## src/hdl/nfs_pkg.sv

```systemverilog
// Shared types and constants for the NEH flow-shop sequencer.
// Used by nfs_alu, nfs_ctrl, the top level and nfs_checker; depends on nothing.
`default_nettype none
package nfs_pkg;

  localparam int DEF_MAX_JOBS     = 32;
  localparam int DEF_MAX_MACHINES = 16;
  localparam int DEF_TIME_BITS    = 16;

  localparam int JOB_W  = 5;   // seq_job, job_index port width
  localparam int MACH_W = 4;   // machine_index port width
  localparam int POS_W  = 5;
  localparam int MS_W   = 26;
  localparam int TOT_W  = 21;
  localparam int CFGI_W = 2;
  localparam int CFGD_W = 8;
  localparam int JCNT_W = 6;
  localparam int MCNT_W = 5;

  localparam logic [CFGI_W-1:0] REG_JOB_COUNT  = 2'd0;
  localparam logic [CFGI_W-1:0] REG_MACH_COUNT = 2'd1;

  typedef enum logic [3:0] {
    S_IDLE,
    S_TOT_RD,
    S_TOT_AC,
    S_SRT,
    S_NEH_JOB,
    S_EV_START,
    S_EV_RD,
    S_EV_AC,
    S_EV_DONE,
    S_INS,
    S_OUT
  } state_t;

  typedef struct packed {
    logic              valid;
    logic [POS_W-1:0]  pos;
    logic [JOB_W-1:0]  job;
    logic [MS_W-1:0]   ms;
    logic              last;
  } res_t;

endpackage
`default_nettype wire

```

## src/hdl/nfs_alu.sv

```systemverilog
// Shared step unit: saturating max(a, b) + t, used for row sums and makespan.
// Depends on nfs_pkg.
`default_nettype none
module nfs_alu #(
  parameter int TIME_BITS = nfs_pkg::DEF_TIME_BITS
) (
  input  wire logic [nfs_pkg::MS_W-1:0] a,
  input  wire logic [nfs_pkg::MS_W-1:0] b,
  input  wire logic [TIME_BITS-1:0]     t,
  output logic      [nfs_pkg::MS_W-1:0] y
);
  import nfs_pkg::*;

  localparam int SW = ((MS_W > TIME_BITS) ? MS_W : TIME_BITS) + 1;
  localparam logic [SW-1:0] SAT = SW'({MS_W{1'b1}});

  logic [MS_W-1:0] mx;
  logic [SW-1:0]   sum;

  always_comb begin
    mx  = (a > b) ? a : b;
    sum = SW'(mx) + SW'(t);
    y   = (sum > SAT) ? '1 : sum[MS_W-1:0];
  end

endmodule
`default_nettype wire

```

## src/hdl/nfs_ctrl.sv

```systemverilog
// Sequencer for the NEH heuristic: row sums, insertion sort, trial insertion
// with makespan evaluation on the shared step unit, and result output.
// Depends on nfs_pkg and nfs_alu; reads the matrix through nfs_tmem.
`default_nettype none
module nfs_ctrl #(
  parameter int MAX_JOBS     = nfs_pkg::DEF_MAX_JOBS,
  parameter int MAX_MACHINES = nfs_pkg::DEF_MAX_MACHINES,
  parameter int TIME_BITS    = nfs_pkg::DEF_TIME_BITS,
  parameter int JIW          = nfs_pkg::JOB_W,
  parameter int MIW          = nfs_pkg::MACH_W
) (
  input  wire logic                        clk,
  input  wire logic                        rst_n,
  input  wire logic                        go,
  input  wire logic [nfs_pkg::JCNT_W-1:0]  job_count,
  input  wire logic [nfs_pkg::MCNT_W-1:0]  machine_count,
  output logic      [JIW+MIW-1:0]          raddr,
  input  wire logic [TIME_BITS-1:0]        rdata,
  output logic                             busy,
  output nfs_pkg::res_t                    res
);
  import nfs_pkg::*;

  localparam int CW  = $clog2(MAX_JOBS + 1);
  localparam int MCW = $clog2(MAX_MACHINES + 1);

  state_t state_r, state_nxt;

  logic [CW-1:0]   nj_r, nj_nxt, i_r, i_nxt, k_r, k_nxt, len_r, len_nxt;
  logic [CW-1:0]   p_r, p_nxt, q_r, q_nxt, o_r, o_nxt, best_pos_r, best_pos_nxt;
  logic [MCW-1:0]  mc_r, mc_nxt, j_r, j_nxt;
  logic [MS_W-1:0] acc_r, acc_nxt, left_r, left_nxt, best_r, best_nxt;
  logic [MS_W-1:0] cand_ms_r, cand_ms_nxt, ms_r, ms_nxt;
  logic [TOT_W-1:0] tot_i_r, tot_i_nxt;
  logic [JIW-1:0]  job_r, job_nxt;
  logic            final_r, final_nxt;

  logic [MS_W-1:0]  crow_r [MAX_MACHINES];
  logic [TOT_W-1:0] jtot_r [MAX_JOBS];
  logic [JIW-1:0]   sorted_r [MAX_JOBS];
  logic [JIW-1:0]   part_r [MAX_JOBS];

  logic            crow_clr, crow_we;
  logic            jtot_we, sort_we, part_we;
  logic [JIW-1:0]  sort_waddr, sort_wdata, sort_raddr, sort_rd;
  logic [JIW-1:0]  part_waddr, part_wdata, part_raddr, part_rd;
  logic [MS_W-1:0] alu_a, alu_b, alu_y;
  logic [CW-1:0]   k_m1, q_last, cand_idx;
  logic [JIW-1:0]  cand_job;
  logic            j_last, goes_before, ms_lt;
  logic [TOT_W-1:0] cmp_tot;

  nfs_alu #(.TIME_BITS(TIME_BITS)) u_alu (
    .a (alu_a),
    .b (alu_b),
    .t (rdata),
    .y (alu_y)
  );

  always_comb begin
    k_m1     = k_r - CW'(1);
    j_last   = (j_r == mc_r - MCW'(1));
    q_last   = final_r ? (len_r - CW'(1)) : len_r;
    sort_raddr = (state_r == S_NEH_JOB) ? i_r[JIW-1:0] : k_m1[JIW-1:0];
    sort_rd  = sorted_r[sort_raddr];
    cmp_tot  = jtot_r[sort_rd];
    goes_before = (tot_i_r > cmp_tot) || ((tot_i_r == cmp_tot) && (i_r > CW'(sort_rd)));
    // Trial sequence: the new job sits at position p, later jobs move one up.
    if (final_r || (q_r < p_r)) begin
      cand_idx = q_r;
    end else begin
      cand_idx = q_r - CW'(1);
    end
    case (state_r)
      S_INS:   part_raddr = k_m1[JIW-1:0];
      S_OUT:   part_raddr = o_r[JIW-1:0];
      default: part_raddr = cand_idx[JIW-1:0];
    endcase
    part_rd  = part_r[part_raddr];
    cand_job = (!final_r && (q_r == p_r)) ? job_r : part_rd;
    ms_lt    = (cand_ms_r < best_r);
  end

  always_comb begin
    raddr = '0;
    alu_a = acc_r;
    alu_b = '0;
    case (state_r)
      S_TOT_RD: raddr = {i_r[JIW-1:0], j_r[MIW-1:0]};
      S_EV_RD:  raddr = {cand_job, j_r[MIW-1:0]};
      S_EV_AC: begin
        alu_a = crow_r[j_r[MIW-1:0]];
        alu_b = left_r;
      end
      default: begin
        raddr = '0;
      end
    endcase
  end

  // Next state.
  always_comb begin
    state_nxt = state_r;
    case (state_r)
      S_IDLE:     if (go) state_nxt = S_TOT_RD;
      S_TOT_RD:   state_nxt = S_TOT_AC;
      S_TOT_AC:   state_nxt = j_last ? S_SRT : S_TOT_RD;
      S_SRT: begin
        if (!((k_r != '0) && goes_before)) begin
          state_nxt = (i_r == nj_r - CW'(1)) ? S_NEH_JOB : S_TOT_RD;
        end
      end
      S_NEH_JOB:  state_nxt = S_EV_START;
      S_EV_START: state_nxt = S_EV_RD;
      S_EV_RD:    state_nxt = S_EV_AC;
      S_EV_AC:    state_nxt = (j_last && (q_r == q_last)) ? S_EV_DONE : S_EV_RD;
      S_EV_DONE: begin
        if (final_r) begin
          state_nxt = S_OUT;
        end else if (p_r == len_r) begin
          state_nxt = S_INS;
        end else begin
          state_nxt = S_EV_START;
        end
      end
      S_INS: begin
        if (!(k_r > best_pos_r)) begin
          state_nxt = (i_r == nj_r - CW'(1)) ? S_EV_START : S_NEH_JOB;
        end
      end
      S_OUT:      if (o_r == nj_r - CW'(1)) state_nxt = S_IDLE;
      default:    state_nxt = S_IDLE;
    endcase
  end

  // Datapath updates.
  always_comb begin
    nj_nxt = nj_r;  mc_nxt = mc_r;  i_nxt = i_r;  k_nxt = k_r;  len_nxt = len_r;
    p_nxt = p_r;  q_nxt = q_r;  o_nxt = o_r;  best_pos_nxt = best_pos_r;  j_nxt = j_r;
    acc_nxt = acc_r;  left_nxt = left_r;  best_nxt = best_r;  cand_ms_nxt = cand_ms_r;
    ms_nxt = ms_r;  tot_i_nxt = tot_i_r;  job_nxt = job_r;  final_nxt = final_r;
    crow_clr = 1'b0;  crow_we = 1'b0;  jtot_we = 1'b0;
    sort_we = 1'b0;  sort_waddr = k_r[JIW-1:0];  sort_wdata = i_r[JIW-1:0];
    part_we = 1'b0;  part_waddr = k_r[JIW-1:0];  part_wdata = job_r;
    case (state_r)
      S_IDLE: begin
        if (go) begin
          if (job_count == '0) begin
            nj_nxt = CW'(1);
          end else if (int'(job_count) > MAX_JOBS) begin
            nj_nxt = CW'(MAX_JOBS);
          end else begin
            nj_nxt = CW'(job_count);
          end
          if (machine_count == '0) begin
            mc_nxt = MCW'(1);
          end else if (int'(machine_count) > MAX_MACHINES) begin
            mc_nxt = MCW'(MAX_MACHINES);
          end else begin
            mc_nxt = MCW'(machine_count);
          end
          i_nxt = '0;  j_nxt = '0;  acc_nxt = '0;  final_nxt = 1'b0;
        end
      end
      S_TOT_AC: begin
        acc_nxt = alu_y;
        if (j_last) begin
          jtot_we   = 1'b1;
          tot_i_nxt = alu_y[TOT_W-1:0];
          k_nxt     = i_r;
        end else begin
          j_nxt = j_r + MCW'(1);
        end
      end
      S_SRT: begin
        sort_we = 1'b1;
        if ((k_r != '0) && goes_before) begin
          sort_wdata = sort_rd;
          k_nxt      = k_m1;
        end else if (i_r == nj_r - CW'(1)) begin
          i_nxt = '0;  len_nxt = '0;
        end else begin
          i_nxt = i_r + CW'(1);  j_nxt = '0;  acc_nxt = '0;
        end
      end
      S_NEH_JOB: begin
        job_nxt = sort_rd;  best_nxt = '1;  best_pos_nxt = '0;  p_nxt = '0;
      end
      S_EV_START: begin
        crow_clr = 1'b1;  q_nxt = '0;  j_nxt = '0;  left_nxt = '0;
      end
      S_EV_AC: begin
        crow_we = 1'b1;
        if (j_last) begin
          j_nxt = '0;  left_nxt = '0;  cand_ms_nxt = alu_y;
          q_nxt = q_r + CW'(1);
        end else begin
          j_nxt = j_r + MCW'(1);  left_nxt = alu_y;
        end
      end
      S_EV_DONE: begin
        if (final_r) begin
          ms_nxt = cand_ms_r;  o_nxt = '0;
        end else begin
          if (ms_lt) begin
            best_nxt = cand_ms_r;  best_pos_nxt = p_r;
          end
          p_nxt = p_r + CW'(1);
          k_nxt = len_r;
        end
      end
      S_INS: begin
        part_we = 1'b1;
        if (k_r > best_pos_r) begin
          part_wdata = part_rd;
          k_nxt      = k_m1;
        end else begin
          len_nxt = len_r + CW'(1);
          if (i_r == nj_r - CW'(1)) begin
            final_nxt = 1'b1;
          end else begin
            i_nxt = i_r + CW'(1);
          end
        end
      end
      S_OUT: o_nxt = o_r + CW'(1);
      default: begin
        crow_clr = 1'b0;
      end
    endcase
  end

  always_ff @(posedge clk) begin
    if (!rst_n) begin
      state_r <= S_IDLE;
    end else begin
      state_r <= state_nxt;
    end
  end

  always_ff @(posedge clk) begin
    nj_r <= nj_nxt;  mc_r <= mc_nxt;  i_r <= i_nxt;  k_r <= k_nxt;  len_r <= len_nxt;
    p_r <= p_nxt;  q_r <= q_nxt;  o_r <= o_nxt;  best_pos_r <= best_pos_nxt;
    j_r <= j_nxt;  acc_r <= acc_nxt;  left_r <= left_nxt;  best_r <= best_nxt;
    cand_ms_r <= cand_ms_nxt;  ms_r <= ms_nxt;  tot_i_r <= tot_i_nxt;
    job_r <= job_nxt;  final_r <= final_nxt;
    if (jtot_we) jtot_r[i_r[JIW-1:0]] <= tot_i_nxt;
    if (sort_we) sorted_r[sort_waddr] <= sort_wdata;
    if (part_we) part_r[part_waddr] <= part_wdata;
    for (int m = 0; m < MAX_MACHINES; m++) begin
      if (crow_clr) begin
        crow_r[m] <= '0;
      end else if (crow_we && (j_r[MIW-1:0] == MIW'(m))) begin
        crow_r[m] <= alu_y;
      end
    end
  end

  always_comb begin
    busy       = (state_r != S_IDLE);
    res.valid  = (state_r == S_OUT);
    res.pos    = POS_W'(o_r);
    res.job    = JOB_W'(part_rd);
    res.ms     = ms_r;
    res.last   = (o_r == nj_r - CW'(1));
  end

endmodule
`default_nettype wire

```

## config.mk

```make
export PLATFORM = sky130hd
export DESIGN_NAME = nfs_ctrl
export DESIGN_NICKNAME = d
export VERILOG_FILES = /design/src/hdl/nfs_pkg.sv /design/src/hdl/nfs_alu.sv /design/src/hdl/nfs_ctrl.sv
export SDC_FILE = /design/constraint.sdc
export NUM_CORES = 2
export LEC_CHECK = 0
export ABC_CLOCK_PERIOD_IN_PS = 10250
export CAP_MARGIN = 20
export CORE_ASPECT_RATIO = 1.2
export CORE_MARGIN = 2
export CORE_UTILIZATION = 55
export CTS_CLUSTER_SIZE = 12
export DETAILED_ROUTE_END_ITERATION = 8
export DONT_BUFFER_PORTS = 1
export PLACE_DENSITY_LB_ADDON = 0.15
export SLEW_MARGIN = 10
export SYNTH_ARGS = -nofsm -noshare
export SYNTH_HDL_FRONTEND = slang
export SYNTH_SLANG_ARGS = --single-unit
export TNS_END_PERCENT = 1
```

## constraint.sdc

```tcl
create_clock -name clk -period 10.25 [get_ports clk]
set_input_delay 1.5375 -clock clk [delete_from_list [all_inputs] [get_ports clk]]
set_output_delay 1.5375 -clock clk [all_outputs]
set_load 0.05 [all_outputs]
```

; Yosys cells after proc, flatten, opt, wreduce, memory -nomap -nowiden
; Memory sizes are Yosys's and may differ from the RTL's. A register that Yosys moved wholly into a read port is not among the register bits.
; Index checks and enable logic that the tools add are counted.
[totals]
ff_bits = 219
latch_bits = 0
ram_bits = 1408
mem_bits_ro = 0
in_bits = 30
out_inout_bits = 48
wordCells = 315
n_memories = 4
[op_classes]
n_addsub = 12
multipliers = 0
n_div = 0
order_cmp = 9
n_eq_ne = 48
n_shift = 0
n_mux = 151
bitwise_logic = 16
n_reduce_logical = 54
[mem_list]
columns = memory, words, width, read_ports, rd_ports_with_merged_regs, write_ports, line
row1 = jtot_r, 32, 21, 1, 0, 1, nfs_ctrl.sv:39  ; logic [TOT_W-1:0] jtot_r [MAX_JOBS];
row2 = crow_r, 16, 26, 1, 1, 16, nfs_ctrl.sv:38  ; logic [MS_W-1:0] crow_r [MAX_MACHINES];
row3 = part_r, 32, 5, 1, 0, 1, nfs_ctrl.sv:41  ; logic [JIW-1:0] part_r [MAX_JOBS];
row4 = sorted_r, 32, 5, 1, 0, 1, nfs_ctrl.sv:40  ; logic [JIW-1:0] sorted_r [MAX_JOBS];
[ops]
columns = op, n
row1 = $mux 26, 26
row2 = $mux 6, 19
row3 = $pmux 26 s2, 2
row4 = $pmux 26 s3, 1
row5 = $mux 1, 66
row6 = $mux 5, 13
row7 = $pmux 6 s2, 5
row8 = $eq 4x4->1 const B, 11
row9 = $pmux 4 s11, 1
row10 = $mux 21, 2
row11 = $eq 4x3->1 const B, 8
row12 = $mux 4, 8
row13 = $ne 2x2->1 const B, 16
row14 = $add 6x1->6 const B, 5
row15 = $eq 6x6->1, 5
row16 = $add 26x16->27, 1
row17 = $gt 27x26->1 const B, 1
row18 = $gt 26x26->1, 1
row19 = $lt 26x26->1, 1
row20 = $pmux 5 s5, 1
row21 = $pmux 6 s4, 1
row22 = $eq 21x21->1, 1
row23 = $gt 21x21->1, 1
row24 = $logic_and 1x1->1, 20
row25 = other kinds (33), 74

; Depth between registers and ports, before layout
; An unclocked memory read counts as a cell.
[logic_depth]
depth_word = 11
mapped_depth = 38
ltp_nobuf = 27

; By module
; From an unflattened synthesis, not the netlist that was laid out.
[unflattened]
cells_unflattened = 5393
hier_area_um2 = 71907.7
[by_module_without_submodules]
columns = mod, n_inst, cells_each, area_each_um2, seq_area_each_um2
row1 = nfs_ctrl, 1, 5048, 69623.0, 48686.7
row2 = nfs_alu, 1, 345, 2284.7, 0.0

; Worst setup path before layout
; No wires, ideal clock.
[synth_path]
kind = register -> register
startpoint = register (tool-made name)
endpoint = memory jtot_r[0][11] (data pin)
setup_time_ns = 0.382
arrival_time_ns = 9.474
t_required_ns = 9.868
setup_slack_ns = 0.394
path_stages_with_launch = 39
period_less_slack_ns = 9.856
path_cell_list = dfxtp_1 -> buf_2 -> buf_6 -> buf_2 -> buf_2 -> clkbuf_1 -> buf_1 -> mux4_2 -> mux4_2 -> mux2i_1 -> inv_1 -> ha_1 -> a21o_1 -> a21o_1 -> a21oi_1 -> o21ai_0 -> o31a_1 -> o21ai_1 -> (+3 left out) -> clkbuf_1 -> nand2_1 -> o21ai_0 -> ha_1 -> fa_1 -> a21o_1 -> a21oi_1 -> o21a_1 -> o211ai_1 -> a221oi_1 -> o21ai_1 -> and2_1 -> and3b_1 -> buf_2 -> clkbuf_1 -> nor2_1 -> buf_2 -> a21oi_1
[synth_lines]
columns = element, line
row1 = to (decl), nfs_ctrl.sv:39

; Worst setup path in the final report
[layout_path]
startpoint = register k_r[0]
endpoint = memory sorted_r[27][3] (netlist bit) (data pin)
[layout_via]
elab_chain_len = 10
elab_cells_between_ends = 13
classes_between = add/sub (1) / order compare (2) / eq/ne (1) / mux (3) / reduce/logical (4) / memory (2)
[layout_rtl]
columns = element, line
row1 = from (decl), nfs_ctrl.sv:29  ; logic [CW-1:0] nj_r, nj_nxt, i_r, i_nxt, k_r, k_nxt, len_r, len_nxt;
row2 = from (signal assigned), nfs_ctrl.sv:242  ; nj_r <= nj_nxt; mc_r <= mc_nxt; i_r <= i_nxt; k_r <= k_nxt; len_r <= len_nxt;
row3 = "parallel branches: the longest is 8 deep, another holds $mem_v2 32x21", --
row4 = $mux 5 *, nfs_ctrl.sv:177  ; if ((k_r != '0) && goes_before) begin
row5 = $mux 5 *, nfs_ctrl.sv:145  ; case (state_r)
row6 = named net sort_wdata[3], nfs_ctrl.sv:45  ; logic [JIW-1:0] sort_waddr, sort_wdata, sort_raddr, sort_rd;
row7 = to (decl), nfs_ctrl.sv:40
; Mark *: on every way through the listed nets, which the timed path passes.

==> impl_metrics.json <==
{
  "tns_ns": 0,
  "use_met2": 0.468,
  "use_met1": 0.379,
  "dp_cells": 6839,
  "coreArea_um2": 128000,
  "synthCells": 5300,
  "cts_hold_buf": 0,
  "cellInternalPower_uw": 11800,
  "h-tree-depth": 4,
  "critPathSlowestCell": "mux2i_4",
  "max_stage_delay_ns": 0.80,
  "track_usage": 0.282,
  "rsz0062_at_grt": "false",
  "drv_cap": 0,
  "combPwrFrac": 0.195,
  "setup_viol": 0,
  "port_buffers": 0,
  "p_sw_uw": 4780,
  "met3_usage": 0.0440,
  "antenna_found_initial": 3,
  "slew_headroom": 0.243,
  "ant_nets": 0,
  "crit_arrival_ns": 9.71,
  "p_sw_frac": 0.289,
  "min_path_type": "register to register",
  "fin_cells": 7090,
  "top_usage_layer": "met2",
  "cts_buffer_depth": 3,
  "status": "complete, no violations",
  "post_drt_wl_per_cell_um": 26.3,
  "synth-seq-cells": 1631,
  "cts_sinks": 1631,
  "grt_pass1_wl_mm": 279,
  "cts_tree": "done",
  "hold_violations": 0,
  "initial_core_util": 0.554,
  "critPathMaxFanout": 118,
  "p_per_area_nw_per_um2": 211,
  "place_congestion": 0.855,
  "cts_buffers": 163,
  "synth-edff-count": 1602,
  "fin_skew_ns": 0.0292,
  "maxSlewViolCount": 0,
  "cp_num_buf_inv": 7,
  "critPathLaunchType": "register",
  "cp_top_family": "simple AND/OR/NAND/NOR gates",
  "vias_per_cell": 6.28,
  "syn_to_final_growth_pct": 10.4,
  "stdcell_area_um2": 78600,
  "required_ns": 10.88,
  "first_global_vias": 43600,
  "async_flop_share": 0,
  "clkPwrFrac": 0.330,
  "fp.dieW_um": 332,
  "drtIter0Drc": 5272,
  "path_clk_slew_ns": 0.06,
  "max_freq_mhz": 110,
  "drive_gt1_frac": 0.134,
  "synthesis.nets": 5460,
  "vias": 44500,
  "synth_area_um2": 71200,
  "crit_top_cell": "buf_4",
  "worstSetupPathType": "register to register",
  "dieArea_um2": 132000,
  "die_y_um": 398,
  "synth-seq-area-share": 0.684,
  "root_buffer": "clkbuf_16",
  "dr.pass1.iters": 8,
  "grt_max_degree": 171,
  "postCtsResizedCells": 0,
  "dp_hpwl_mm": 115,
  "p_seq_frac": 0.474,
  "insertion_delay_ns": 0.81,
  "whs_ns": 0.484,
  "yosysUniqueCellTypes": 86,
  "num_rows": 144,
  "max-vdd-ir-drop_v": 0.000175,
  "synth_flop_cell": "edfxtp_1",
  "period_share": 0.886,
  "synth_warnings": 0,
  "postPlaceCellArea_um2": 73900,
  "fin_nets": 5486,
  "grt-ovfl-total": 0,
  "drt_wl_total_mm": 187,
  "worst_slew_pin_slew_ns": 1.13,
  "endpoint_kind": "register",
  "leakage_uw": 0.0270,
  "drc": 0,
  "io_pins": 78,
  "syn_area_per_cell_um2": 13.4,
  "min_period_ns": 9.08,
  "post_cts_buffers": 0
}
==> cell usage after synthesis, types with 15 or more instances <==
master / n / area (um^2)
or2_2: 32 / 200
buf_2: 119 / 596
xnor2_1: 50 / 438
a22o_1: 51 / 447
inv_1: 118 / 443
a21o_1: 39 / 293
a211oi_1: 17 / 128
nand3_1: 61 / 305
nor3_1: 40 / 200
dfxtp_1: 29 / 581
nor2b_1: 25 / 156
buf_1: 26 / 97.6
nor2_1: 725 / 2720
a32oi_1: 43 / 377
nand4_1: 46 / 288
mux4_2: 146 / 3290
nand2b_1: 16 / 100
and3_1: 182 / 1140
a222oi_1: 40 / 400
a22oi_1: 16 / 120
edfxtp_1: 1602 / 48100
clkbuf_1: 184 / 691
nand2_1: 842 / 3160
ha_1: 129 / 1610
mux2_2: 37 / 417
and2_1: 15 / 93.8
mux2i_1: 97 / 971
a21oi_1: 84 / 420
o21ai_0: 102 / 510
a31oi_1: 87 / 544
or3_1: 28 / 175
o22ai_1: 54 / 338
xor2_1: 38 / 333
==> logic make-up (layout without fill, tap and decap cells) <==
kind of cell / after synthesis / after routing / share of synthesized area
adder cells (fa/ha/maj): 130 / 130 / 0.0230
other: 0 / 3 / 0
AO/OA/AOI/OAI: 630 / 630 / 0.0615
AND/OR/NAND/NOR: 2066 / 2066 / 0.126
XOR/XNOR: 88 / 88 / 0.0108
flip-flops: 1631 / 1631 / 0.684
multiplexers: 283 / 283 / 0.0663
buffers and inverters: 472 / 580 / 0.0283
==> final timing paths <==
| path | endpoint | cells after the start | slack, ns | from |
|---|---|---|---|---|
| setup / recovery | sorted_r[27][3]$_DFFE_PP_ | 29 | 1.17 | k_r[0]$_DFFE_PP_ |
| hold reg to reg | ms_r[3]$_DFFE_PP_ | 0 | 0.48 | cand_ms_r[3]$_DFFE_PP_ |
| setup reg to reg | sorted_r[27][3]$_DFFE_PP_ | 29 | 1.17 | k_r[0]$_DFFE_PP_ |
| hold / removal | ms_r[3]$_DFFE_PP_ | 0 | 0.48 | cand_ms_r[3]$_DFFE_PP_ |
==> layer usage <==
layer,part of all wire,up-vias
met3,0.078,365
met1,0.40,22500
met4,0.035,0
li1,-,19700
met2,0.49,2038
met5,0,-
==> per-stage QoR <==
| step | total power [uW] | utilization | worst slack [ns] |
|---|---|---|---|
| 2_1_floorplan | 9940 | - | 0.394 |
| 3_3_place_gp | 11200 | 0.575 | 1.28 |
| 3_5_place_dp | 11200 | 0.575 | 1.21 |
| 4_1_cts | 16600 | 0.612 | 1.17 |
| 5_1_grt | 17100 | 0.612 | 0.601 |
| 6_report | 16600 | 0.612 | 1.17 |
==> cells in the final DEF, fill, tap and decap left out, drive strengths merged, types with 62 or more instances in the layout <==
cell type and n:
mux4 146, a21oi 85, ha 129, nand2 842, o21ai 115, edfxtp 1602
buf 209, inv 129, mux2i 99, nor2 728, a31oi 87, and3 182
clkbuf 205, nand3 62
==> sequential cells by signal, summed over array words and instances (netlist names), 6 cells and up, named ones only <==
| register | cells |
|---|---|
| jtot_r | 672 |
| crow_r | 416 |
| part_r | 160 |
| sorted_r | 160 |
| acc_r | 26 |
| best_r | 26 |
| cand_ms_r | 26 |
| left_r | 26 |
| ms_r | 26 |
| tot_i_r | 21 |
| best_pos_r | 6 |
| i_r | 6 |
| k_r | 6 |
| len_r | 6 |
| nj_r | 6 |
| o_r | 6 |
| p_r | 6 |
| q_r | 6 |
==> cell type report <==
| class | instances | area (um^2) |
|---|---|---|
| diodes | 3 | 7.51 |
| fillers | 9671 | 49800 |
| clock buffers | 205 | 4260 |
| flip-flops and latches | 1631 | 48700 |
| multi-input cells | 3197 | 20900 |
| repair buffers | 209 | 1720 |
| well taps | 1679 | 2100 |
| clock inverters | 42 | 444 |
| inverters | 124 | 475 |
==> power by group through the flow <==
stage          sequential, uW  combinational (uW)  clock (uW)
6_report                 7850                3230        5470
5_1_grt                  7860                3480        5780
4_1_cts                  7850                3220        5530
3_5_place_dp             7990                3210           0
3_3_place_gp             7990                3170           0
2_1_floorplan            7930                2010           0
(Power assumes the default switching activity.)
